===== config.mk =====
export PLATFORM = sky130hd
export DESIGN_NAME = press_qualifier_with_rearm
export DESIGN_NICKNAME = d
export VERILOG_FILES = /design/src/hw/rtl/pqr_pkg.sv /design/src/hw/rtl/pqr_cfg.sv /design/src/hw/rtl/pqr_fsm.sv /design/src/hw/rtl/press_qualifier_with_rearm.sv
export SDC_FILE = /design/constraint.sdc
export NUM_CORES = 1
export LEC_CHECK = 0
export BUFFER_PORTS_ARGS = -buffer_cell sky130_fd_sc_hd__buf_2
export CAP_MARGIN = 10
export CORE_MARGIN = 8
export CORE_UTILIZATION = 60
export DETAILED_ROUTE_END_ITERATION = 12
export GPL_TIMING_DRIVEN = 0
export HOLD_SLACK_MARGIN = 0.12
export PLACE_DENSITY_LB_ADDON = 0.12
export SLEW_MARGIN = 10
export SYNTH_ARGS = -nofsm -noshare
export SYNTH_HDL_FRONTEND = slang
export SYNTH_SLANG_ARGS = --single-unit

===== constraint.sdc =====
create_clock -name clk -period 8.5 [get_ports clk]
set_clock_uncertainty 0.15 [all_clocks]
set_input_delay 0.425 -clock clk [delete_from_list [all_inputs] [get_ports clk]]
set_output_delay 0.425 -clock clk [all_outputs]
set_load 0.01 [all_outputs]

===== src/hw/rtl/pqr_pkg.sv =====
// shared types, constants and helpers for the press qualifier
// no dependencies
package pqr_pkg;

  // configuration port geometry
  localparam int APB_ADDR_W = 4;
  localparam int APB_DATA_W = 32;

  // default timestamp width inside the block
  localparam int TIME_BITS_DEFAULT = 32;

  // register reset values
  localparam logic        RST_ACTIVE_LOW    = 1'b1;
  localparam logic [15:0] RST_REARM_WINDOW  = 16'd1000;
  localparam logic [15:0] RST_DEBOUNCE_TIME = 16'd50;
  localparam logic [15:0] RST_MIN_ON_TIME   = 16'd200;

  // request kinds
  localparam logic REQ_SAMPLE = 1'b0;
  localparam logic REQ_READ   = 1'b1;

  // reported mode codes
  localparam logic [2:0] MODE_CODE_WAIT     = 3'd0;
  localparam logic [2:0] MODE_CODE_ARMED    = 3'd1;
  localparam logic [2:0] MODE_CODE_DEBOUNCE = 3'd2;
  localparam logic [2:0] MODE_CODE_CONFIRM  = 3'd3;
  localparam logic [2:0] MODE_CODE_HELD     = 3'd4;

  // register word index
  typedef enum logic [1:0] {
    REG_ACTIVE_LOW    = 2'd0,
    REG_REARM_WINDOW  = 2'd1,
    REG_DEBOUNCE_TIME = 2'd2,
    REG_MIN_ON_TIME   = 2'd3
  } reg_idx_t;

  // qualifier modes, one-hot
  typedef enum logic [4:0] {
    MODE_WAIT     = 5'b00001,
    MODE_ARMED    = 5'b00010,
    MODE_DEBOUNCE = 5'b00100,
    MODE_CONFIRM  = 5'b01000,
    MODE_HELD     = 5'b10000
  } mode_t;

  // settings handed from the register block to the qualifier
  typedef struct packed {
    logic        active_low;
    logic [15:0] rearm_window;
    logic [15:0] debounce_time;
    logic [15:0] min_on_time;
  } cfg_t;

  // one result item
  typedef struct packed {
    logic       pressed_level;
    logic       event_fired;
    logic [2:0] mode_code;
  } result_t;

  // external code of a mode
  function automatic logic [2:0] mode_to_code(input mode_t m);
    logic [2:0] code;
    unique case (m)
      MODE_ARMED:    code = MODE_CODE_ARMED;
      MODE_DEBOUNCE: code = MODE_CODE_DEBOUNCE;
      MODE_CONFIRM:  code = MODE_CODE_CONFIRM;
      MODE_HELD:     code = MODE_CODE_HELD;
      default:       code = MODE_CODE_WAIT;
    endcase
    return code;
  endfunction

endpackage


===== src/hw/rtl/pqr_cfg.sv =====
// register block for the press qualifier, read and written over the apb port
// depends on pqr_pkg
module pqr_cfg (
  input  logic                            clk,
  input  logic                            rst,
  input  logic                            psel,
  input  logic                            penable,
  input  logic                            pwrite,
  input  logic [pqr_pkg::APB_ADDR_W-1:0]  paddr,
  input  logic [pqr_pkg::APB_DATA_W-1:0]  pwdata,
  output logic [pqr_pkg::APB_DATA_W-1:0]  prdata,
  output logic                            pready,
  output pqr_pkg::cfg_t                   cfg
);
  import pqr_pkg::*;

  reg_idx_t idx;
  logic     wr_en;

  assign pready = 1'b1;
  assign idx    = reg_idx_t'(paddr[3:2]);
  assign wr_en  = psel && penable && pwrite;

  // register writes
  always_ff @(posedge clk) begin
    if (rst) begin
      cfg.active_low    <= RST_ACTIVE_LOW;
      cfg.rearm_window  <= RST_REARM_WINDOW;
      cfg.debounce_time <= RST_DEBOUNCE_TIME;
      cfg.min_on_time   <= RST_MIN_ON_TIME;
    end else if (wr_en) begin
      unique case (idx)
        REG_ACTIVE_LOW:    cfg.active_low    <= pwdata[0];
        REG_REARM_WINDOW:  cfg.rearm_window  <= pwdata[15:0];
        REG_DEBOUNCE_TIME: cfg.debounce_time <= pwdata[15:0];
        REG_MIN_ON_TIME:   cfg.min_on_time   <= pwdata[15:0];
      endcase
    end
  end

  // read mux
  always_comb begin
    prdata = '0;
    unique case (idx)
      REG_ACTIVE_LOW:    prdata[0]    = cfg.active_low;
      REG_REARM_WINDOW:  prdata[15:0] = cfg.rearm_window;
      REG_DEBOUNCE_TIME: prdata[15:0] = cfg.debounce_time;
      REG_MIN_ON_TIME:   prdata[15:0] = cfg.min_on_time;
    endcase
  end

endmodule


===== src/hw/rtl/pqr_fsm.sv =====
// mode machine, time mark and event latch of the press qualifier
// depends on pqr_pkg
module pqr_fsm #(
  parameter int TIME_BITS = pqr_pkg::TIME_BITS_DEFAULT
) (
  input  logic                 clk,
  input  logic                 rst,
  input  logic                 step,
  input  logic                 req_type,
  input  logic                 pin_level,
  input  logic [TIME_BITS-1:0] now,
  input  pqr_pkg::cfg_t        cfg,
  output pqr_pkg::result_t     res
);
  import pqr_pkg::*;

  mode_t                mode;
  mode_t                mode_next;
  logic [TIME_BITS-1:0] time_mark;
  logic [TIME_BITS-1:0] time_mark_next;
  logic                 pressed;
  logic                 pressed_next;
  logic                 event_latch;
  logic                 event_latch_next;
  logic                 fired;
  logic                 act;
  logic [TIME_BITS-1:0] elapsed;
  logic                 rearm_done;
  logic                 debounce_done;
  logic                 min_on_done;

  // contact activity and wrapping elapsed time
  assign act           = pin_level ^ cfg.active_low;
  assign elapsed       = now - time_mark;
  assign rearm_done    = elapsed >= TIME_BITS'(cfg.rearm_window);
  assign debounce_done = elapsed >= TIME_BITS'(cfg.debounce_time);
  assign min_on_done   = elapsed >= TIME_BITS'(cfg.min_on_time);

  // next state for the item in flight
  always_comb begin
    mode_next        = mode;
    time_mark_next   = time_mark;
    pressed_next     = pressed;
    event_latch_next = event_latch;
    fired            = 1'b0;
    if (req_type == REQ_READ) begin
      fired            = event_latch;
      event_latch_next = 1'b0;
    end else begin
      unique case (mode)
        MODE_ARMED: begin
          if (act) begin
            time_mark_next = now;
            mode_next      = MODE_DEBOUNCE;
          end
        end
        MODE_DEBOUNCE: begin
          if (!act) begin
            mode_next = MODE_ARMED;
          end else if (debounce_done) begin
            pressed_next = 1'b1;
            mode_next    = MODE_CONFIRM;
          end
        end
        MODE_CONFIRM: begin
          if (!act) begin
            pressed_next   = 1'b0;
            time_mark_next = now;
            mode_next      = MODE_WAIT;
          end else if (min_on_done) begin
            event_latch_next = 1'b1;
            mode_next        = MODE_HELD;
          end
        end
        MODE_HELD: begin
          if (!act) begin
            pressed_next   = 1'b0;
            time_mark_next = now;
            mode_next      = MODE_WAIT;
          end
        end
        default: begin
          // wait for release, also the fallback for stray codes
          mode_next = MODE_WAIT;
          if (act) begin
            time_mark_next = now;
          end else if (rearm_done) begin
            mode_next = MODE_ARMED;
          end
        end
      endcase
    end
  end

  // state update when an item leaves the input stage
  always_ff @(posedge clk) begin
    if (rst) begin
      mode        <= MODE_WAIT;
      time_mark   <= '0;
      pressed     <= 1'b0;
      event_latch <= 1'b0;
    end else if (step) begin
      mode        <= mode_next;
      time_mark   <= time_mark_next;
      pressed     <= pressed_next;
      event_latch <= event_latch_next;
    end
  end

  assign res.pressed_level = pressed_next;
  assign res.event_fired   = fired;
  assign res.mode_code     = mode_to_code(mode_next);

endmodule


===== src/hw/rtl/press_qualifier_with_rearm.sv =====
// Press qualifier with rearm window: turns timestamped contact samples into
// a debounced pressed level and a latched press event.
//
// Input channel (in_valid / in_stall): one transfer per item. req_type 0 is
// a sample (pin_level, now_ms), req_type 1 reads and clears the event.
// Output channel (out_valid / out_stall): exactly one result per item,
// pressed_level, event_fired and mode_code, in item order.
// Settings sit behind the apb port at byte addresses 0, 4, 8, 12:
// active_low, rearm_window, debounce_time, min_on_time.
//
// Pipeline: an item taken into the input register passes the mode update and
// has its result in the output register. Throughput: one item per cycle while
// the receiver does not stall, set by the mode update between the input
// register and the output register.
// Reset clears both stages, the mode (back to wait for release), the time
// mark, the pressed flag and the event latch, and reloads register defaults.
// While the receiver stalls, the result holds; one more item may wait in
// the input register, then in_stall rises until the result is taken.
// depends on pqr_pkg, pqr_cfg, pqr_fsm
module press_qualifier_with_rearm #(
  parameter int TIME_BITS = pqr_pkg::TIME_BITS_DEFAULT
) (
  input  logic                            clk,
  input  logic                            rst,
  input  logic                            psel,
  input  logic                            penable,
  input  logic                            pwrite,
  input  logic [pqr_pkg::APB_ADDR_W-1:0]  paddr,
  input  logic [pqr_pkg::APB_DATA_W-1:0]  pwdata,
  output logic [pqr_pkg::APB_DATA_W-1:0]  prdata,
  output logic                            pready,
  input  logic                            in_valid,
  output logic                            in_stall,
  input  logic                            req_type,
  input  logic                            pin_level,
  input  logic [31:0]                     now_ms,
  output logic                            out_valid,
  input  logic                            out_stall,
  output logic                            pressed_level,
  output logic                            event_fired,
  output logic [2:0]                      mode_code
);
  import pqr_pkg::*;

  cfg_t                 cfg;
  result_t              res;
  logic                 s1_valid;
  logic                 s1_req;
  logic                 s1_pin;
  logic [TIME_BITS-1:0] s1_now;
  logic                 advance;
  logic                 step;
  logic                 in_take;

  // flow control between the two stages
  assign advance  = !out_valid || !out_stall;
  assign step     = s1_valid && advance;
  assign in_stall = s1_valid && !advance;
  assign in_take  = in_valid && !in_stall;

  pqr_cfg u_cfg (
    .clk     (clk),
    .rst     (rst),
    .psel    (psel),
    .penable (penable),
    .pwrite  (pwrite),
    .paddr   (paddr),
    .pwdata  (pwdata),
    .prdata  (prdata),
    .pready  (pready),
    .cfg     (cfg)
  );

  // input register
  always_ff @(posedge clk) begin
    if (rst) begin
      s1_valid <= 1'b0;
    end else if (!in_stall) begin
      s1_valid <= in_valid;
    end
  end

  always_ff @(posedge clk) begin
    if (in_take) begin
      s1_req <= req_type;
      s1_pin <= pin_level;
      s1_now <= TIME_BITS'(now_ms);
    end
  end

  pqr_fsm #(
    .TIME_BITS (TIME_BITS)
  ) u_fsm (
    .clk       (clk),
    .rst       (rst),
    .step      (step),
    .req_type  (s1_req),
    .pin_level (s1_pin),
    .now       (s1_now),
    .cfg       (cfg),
    .res       (res)
  );

  // output register
  always_ff @(posedge clk) begin
    if (rst) begin
      out_valid <= 1'b0;
    end else if (advance) begin
      out_valid <= s1_valid;
    end
  end

  always_ff @(posedge clk) begin
    if (step) begin
      pressed_level <= res.pressed_level;
      event_fired   <= res.event_fired;
      mode_code     <= res.mode_code;
    end
  end

endmodule


* Word-level counts from Yosys, hierarchy flattened *
Index checks and enable logic that the tools add are counted.

word-level totals
  flip-flop bits (word level) = 129
  latch bits = 0
  memory bits (writable) = 0
  bits in read-only memories = 0
  input bits = 77
  output and inout bits = 40
  memories kept = 0

operators by class
  add/sub/neg operators = 1
  multiply operators = 0
  divide/modulo/power cells = 0
  $lt $le $gt $ge = 3
  equal/unequal tests = 12
  shift-type cells = 0
  mux-type cells = 25
  bitwise logic cells = 3
  reductions and logical operators = 22

operators with widths
  cell                                                                   number
  32-bit by 16-bit greater-or-equal comparator with 1-bit output         3
  32-bit two-way mux                                                     2
  32-bit case mux with 2 select lines                                    1
  15-bit case mux with 3 select lines                                    1
  5-bit two-way mux                                                      8
  32-bit subtractor                                                      1
  5-bit case mux with 4 select lines                                     1
  3-bit case mux with 4 select lines                                     1
  5-bit by 2-bit equality test with 1-bit output, second input constant  2
  5-bit by 3-bit equality test with 1-bit output, second input constant  2
  5-bit by 4-bit equality test with 1-bit output, second input constant  2
  5-bit equality test, second input constant                             2
  1-bit two-way mux                                                      8
  2-bit AND reduction                                                    4
  2-bit nonzero test                                                     4
  1-bit logical AND                                                      5
  5-bit AND reduction                                                    1
  2-bit equality test, second input constant                             2
  1-bit logical NOT                                                      4
  1-bit case mux with 4 select lines                                     1
  4-bit AND reduction                                                    1
  2-bit by 1-bit equality test with 1-bit output, second input constant  1
  2-bit logical NOT                                                      1
  2-bit two-way mux                                                      1
  other kinds (6)                                                        7

* Logic depth before layout (Yosys ltp) *
  depth in word-level cells = 8
  gate-level depth with buffers = 21

* By module *
A second synthesis with hierarchy kept.

second synthesis, totals
  cell total of the unflattened synthesis = 1023
  area total of the unflattened synthesis = 9009.9 um2

modules (own cells, without submodules)
  module                      times used  cells an instance  area an instance (um2)  sequential area each (um2)
  pqr_fsm                     1           725                5252.5                  780.7
  pqr_cfg                     1           249                2499.9                  980.9
  press_qualifier_with_rearm  1           49                 1257.5                  1211.2

* Worst setup path before layout *
No wires, ideal clock.

  path kind = register to register
  start point = register s1_now[0]
  end point = register mode_code[1], data pin
  data arrival time = 3.614 ns
  data required time = 8.087 ns
  slack = 4.472 ns
  cell stages (with the launch flop) = 22
  path buffers = 0
  path through = edfxtp_1 > inv_1 > ha_1 > fa_1 > nand2b_1 > a21o_1 > a21oi_1 > a21oi_1 > nor3_1 > nor2_1 > xnor2_1 > ha_1 > nand4_1 > nor2_1 > a21oi_1 > o211a_1 > o21ai_0 > nor2b_1 > a211o_2 > o211ai_1 > xor2_1 > nor3b_1

RTL lines
  what                    RTL line                           RTL
  start, declared         press_qualifier_with_rearm.sv:50   logic [TIME_BITS-1:0] s1_now;
  start signal, assigned  press_qualifier_with_rearm.sv:87   s1_now <= TIME_BITS'(now_ms);
  end signal, assigned    press_qualifier_with_rearm.sv:117  mode_code <= res.mode_code;
  end, declared           press_qualifier_with_rearm.sv:41   output logic [2:0] mode_code

==> reports/metrics.cfg <==
[cells_and_area]
layout_common_cells=nand2_1 (205), a21oi_1 (129), dfxtp_1 (90)
nFillCells=1114
syn2layout_area_growth_pct=21.7
nets=1351
final_design_area_no_fill_um2=10200
drive_gt1_share_pct=12.6
diodes=0
final_common_cell=nand2_1

[flow_run]
cap_viol_max_count=0

[synthesis]
syn_inst=1031
yosys_warnings=0
ys_seq_elements=129
synth_top_flop_cell=dfxtp_1
syn_area_um2=8350
seq_area_frac_synth_pct=35.6
async_flop_share_pct=0
synth_cell_types=78
avgSynthCellArea_um2=8.10
synth_edf_count=39

[global_routing]
grt_use_met1_pct=30.6
grt_usage_pct=25.0
grt_pass1_wl_mm=36.5
grt_start_max_net_pins=32
met2_usage_pct=41.5
top_usage_layer=met2
antenna_found_initial=0
grt_pass1_vias=7375
overflow=0
globalRouteMet3Util_pct=6.92

[sta]
fmax_ghz=0.206
drv_slew=0
fin_crit_ns=4.86
worst_pin_slew_ns=1.04
finalHoldViolCount=0
tns_ns=0
slew_headroom_pct=30.1
finalCritPeriodShare_pct=57.2
setup_viol=0
rsz0062_at_grt=false

[detailed_routing]
drcViolationCount=0
vias=7755
drt-initial-drc-count=606
dr.pass1.iters=5
wire_per_inst_um=16.2
final_antenna_net_count=0
viasPerCell=5.59
drt_wl_total_mm=22.4

[clock_network]
clock-root-buffer=clkbuf_16
cts_sinks=129
cts_tree=built
htree_levels=4
cts_made_buffers=17
cts_max_path_buffers=2
clk_pin_slew_ns=0.06
clk_latency_ns=0.43

[worst_hold_path]
hold_class=in2reg

[placement]
port_buffers=79
hpwlAfterDp_mm=16.2
place.gp.congestion=0.953
postPlaceCellArea_um2=9050

[critical_path]
startpoint_type=register
critPathSlowestCell=edfxtp_1
critPathKind=reg2reg
slowest_delay_ns=0.42
path_cells=ha_1 -> a21oi_1 -> nand2_1 -> o21ai_2 -> nand2_1 -> a31oi_1 -> o21bai_1 -> a21oi_1 -> xnor2_1 -> ha_1 -> nand4_1 -> nor2_1 -> nand2_1 -> o21ai_0 -> nor2b_1 -> a211o_2 -> o211ai_1 -> nand2_1 -> o2111a_1
critPathBufInv=0
crit_family=compound AO/OA/AOI/OAI gates
crit_required_ns=8.52
cp_common_cell=nand2_1
endpoint_kind=register
arrival_ns=4.88
crit_fanout=5

[floorplan]
die_y_um=134
io_pins=117
die_x_um=134
rows=43
core_um2=13700
die_area_um2=17900
initial_utilization_pct=60.9

[power_and_ir_drop]
pwr_density_cell_nw_per_um2=174
ir_worst_vdd_uv=149
p_leak_nw=4.04

[outcome]
status=finished, final reports clean

==> metal layers <==
| metal | share of wire, % | vias to the layer above |
|---|---|---|
| met4 | 2.5 | 0 |
| met3 | 7.3 | 37 |
| li1 | - | 3881 |
| met2 | 47 | 277 |
| met5 | 0 | - |
| met1 | 43 | 3560 |
==> report_power, final <==
group / internal, W / switching [W] / total, W
sequential: 0.000655 / 0.0000117 / 0.000666
clock: 0.000489 / 0.000284 / 0.000773
combinational: 0.000141 / 0.000190 / 0.000331
total: 0.00128 / 0.000485 / 0.00177
==> path summary, 6_finish.rpt <==
path                                                  startpoint                                to  slack (ns)  cells after the start
worst min register to register  u_fsm.time_mark[25]$_SDFFE_PP0P_  u_fsm.time_mark[25]$_SDFFE_PP0P_        0.30                      2
worst max register to register               s1_now[6]$_DFFE_PP_            mode_code[0]$_DFFE_PP_        3.64                     19
worst max-delay path                         s1_now[6]$_DFFE_PP_            mode_code[0]$_DFFE_PP_        3.64                     19
worst min-delay path                                   out_stall            out_valid$_SDFFE_PP0N_        0.12                      3
==> Yosys cell counts (3+ instances only) <==
master | instances | area, um^2
a21oi_1 | 129 | 646
nand3b_1 | 5 | 37.5
ha_1 | 79 | 988
a31oi_1 | 4 | 25.0
nand2_1 | 205 | 769
o21a_1 | 7 | 52.6
o211ai_1 | 11 | 82.6
nand4_1 | 12 | 75.1
xnor2_1 | 19 | 166
xor2_1 | 10 | 87.6
dfxtp_1 | 90 | 1800
nor4_1 | 5 | 31.3
o31ai_1 | 4 | 30.0
o21ai_0 | 42 | 210
o21ai_1 | 4 | 20.0
nand2b_1 | 8 | 50.1
buf_2 | 3 | 15.0
or3_1 | 8 | 50.1
clkbuf_1 | 39 | 146
nand3_1 | 15 | 75.1
a21o_1 | 22 | 165
edfxtp_1 | 39 | 1170
inv_1 | 89 | 334
or4_1 | 4 | 30.0
buf_4 | 17 | 128
nor2b_1 | 11 | 68.8
and3_1 | 6 | 37.5
nor3_1 | 7 | 35.0
and2_1 | 6 | 37.5
a211oi_1 | 4 | 30.0
a211o_1 | 10 | 87.6
a22o_1 | 15 | 131
nor2_1 | 43 | 161
==> repair_timing <==
action	in CTS	in global routing
gates resized for setup	0	0
hold endpoints to repair	68	0
buffers inserted	0	0
hold buffers	49	0
==> cell type report <==
cell class / instances / area [um^2] / area share [%]
Clock inverter: 14 / 189 / 1.86
Buffer: 64 / 345 / 3.40
Sequential cell: 129 / 2970 / 29.3
Timing Repair Buffer: 129 / 906 / 8.91
Inverter: 89 / 334 / 3.29
Clock buffer: 18 / 429 / 4.22
Tap cell: 180 / 225 / 2.22
Multi-Input combinational cell: 764 / 4760 / 46.9
==> logic make-up (layout without fill, tap and decap cells) <==
| logic type | Yosys count | after routing | share of synthesized area (%) |
|---|---|---|---|
| and+or+nand+nor | 351 | 351 | 19.2 |
| AOI/OAI and AO/OA | 285 | 285 | 21.4 |
| buffers and inverters | 153 | 314 | 8.14 |
| DFF | 129 | 129 | 35.6 |
| adders and majority gates | 80 | 80 | 12.1 |
| xor gates and xnor gates | 29 | 29 | 3.04 |
| other | 2 | 17 | 0.0899 |
| muxes | 2 | 2 | 0.405 |
==> sequential cells by signal (all words and copies together) (netlist names), 3 cells and up <==
name             flops
u_cfg.cfg           49
s1_now              32
u_fsm.time_mark     32
u_fsm.mode           5
mode_code            3
==> worst register-to-register path, delay by kind of cell, from the launching register on <==
family / cells / cell delay (ns)
xor gates and xnor gates: 1 / 0.19
and+or+nand+nor: 7 / 0.82
AOI/OAI and AO/OA: 9 / 2.30
DFF: 1 / 0.42
adders and majority gates: 2 / 0.75
==> metrics by stage <==
stage	std cells	setup slack, ns	power [W]	util (%)	hold slack (ns)
floorplan	1046	4.47	0.000897	-	0.282
global placement	1305	3.77	0.000977	65.8	0.291
detailed placement	1306	3.75	0.000984	66.0	0.296
CTS	1387	3.69	0.00177	74.1	0.122
global route	1387	3.24	0.00185	74.1	0.122
finish	1387	3.64	0.00177	74.1	0.122
Note: power is estimated with default switching activity, not from simulation.
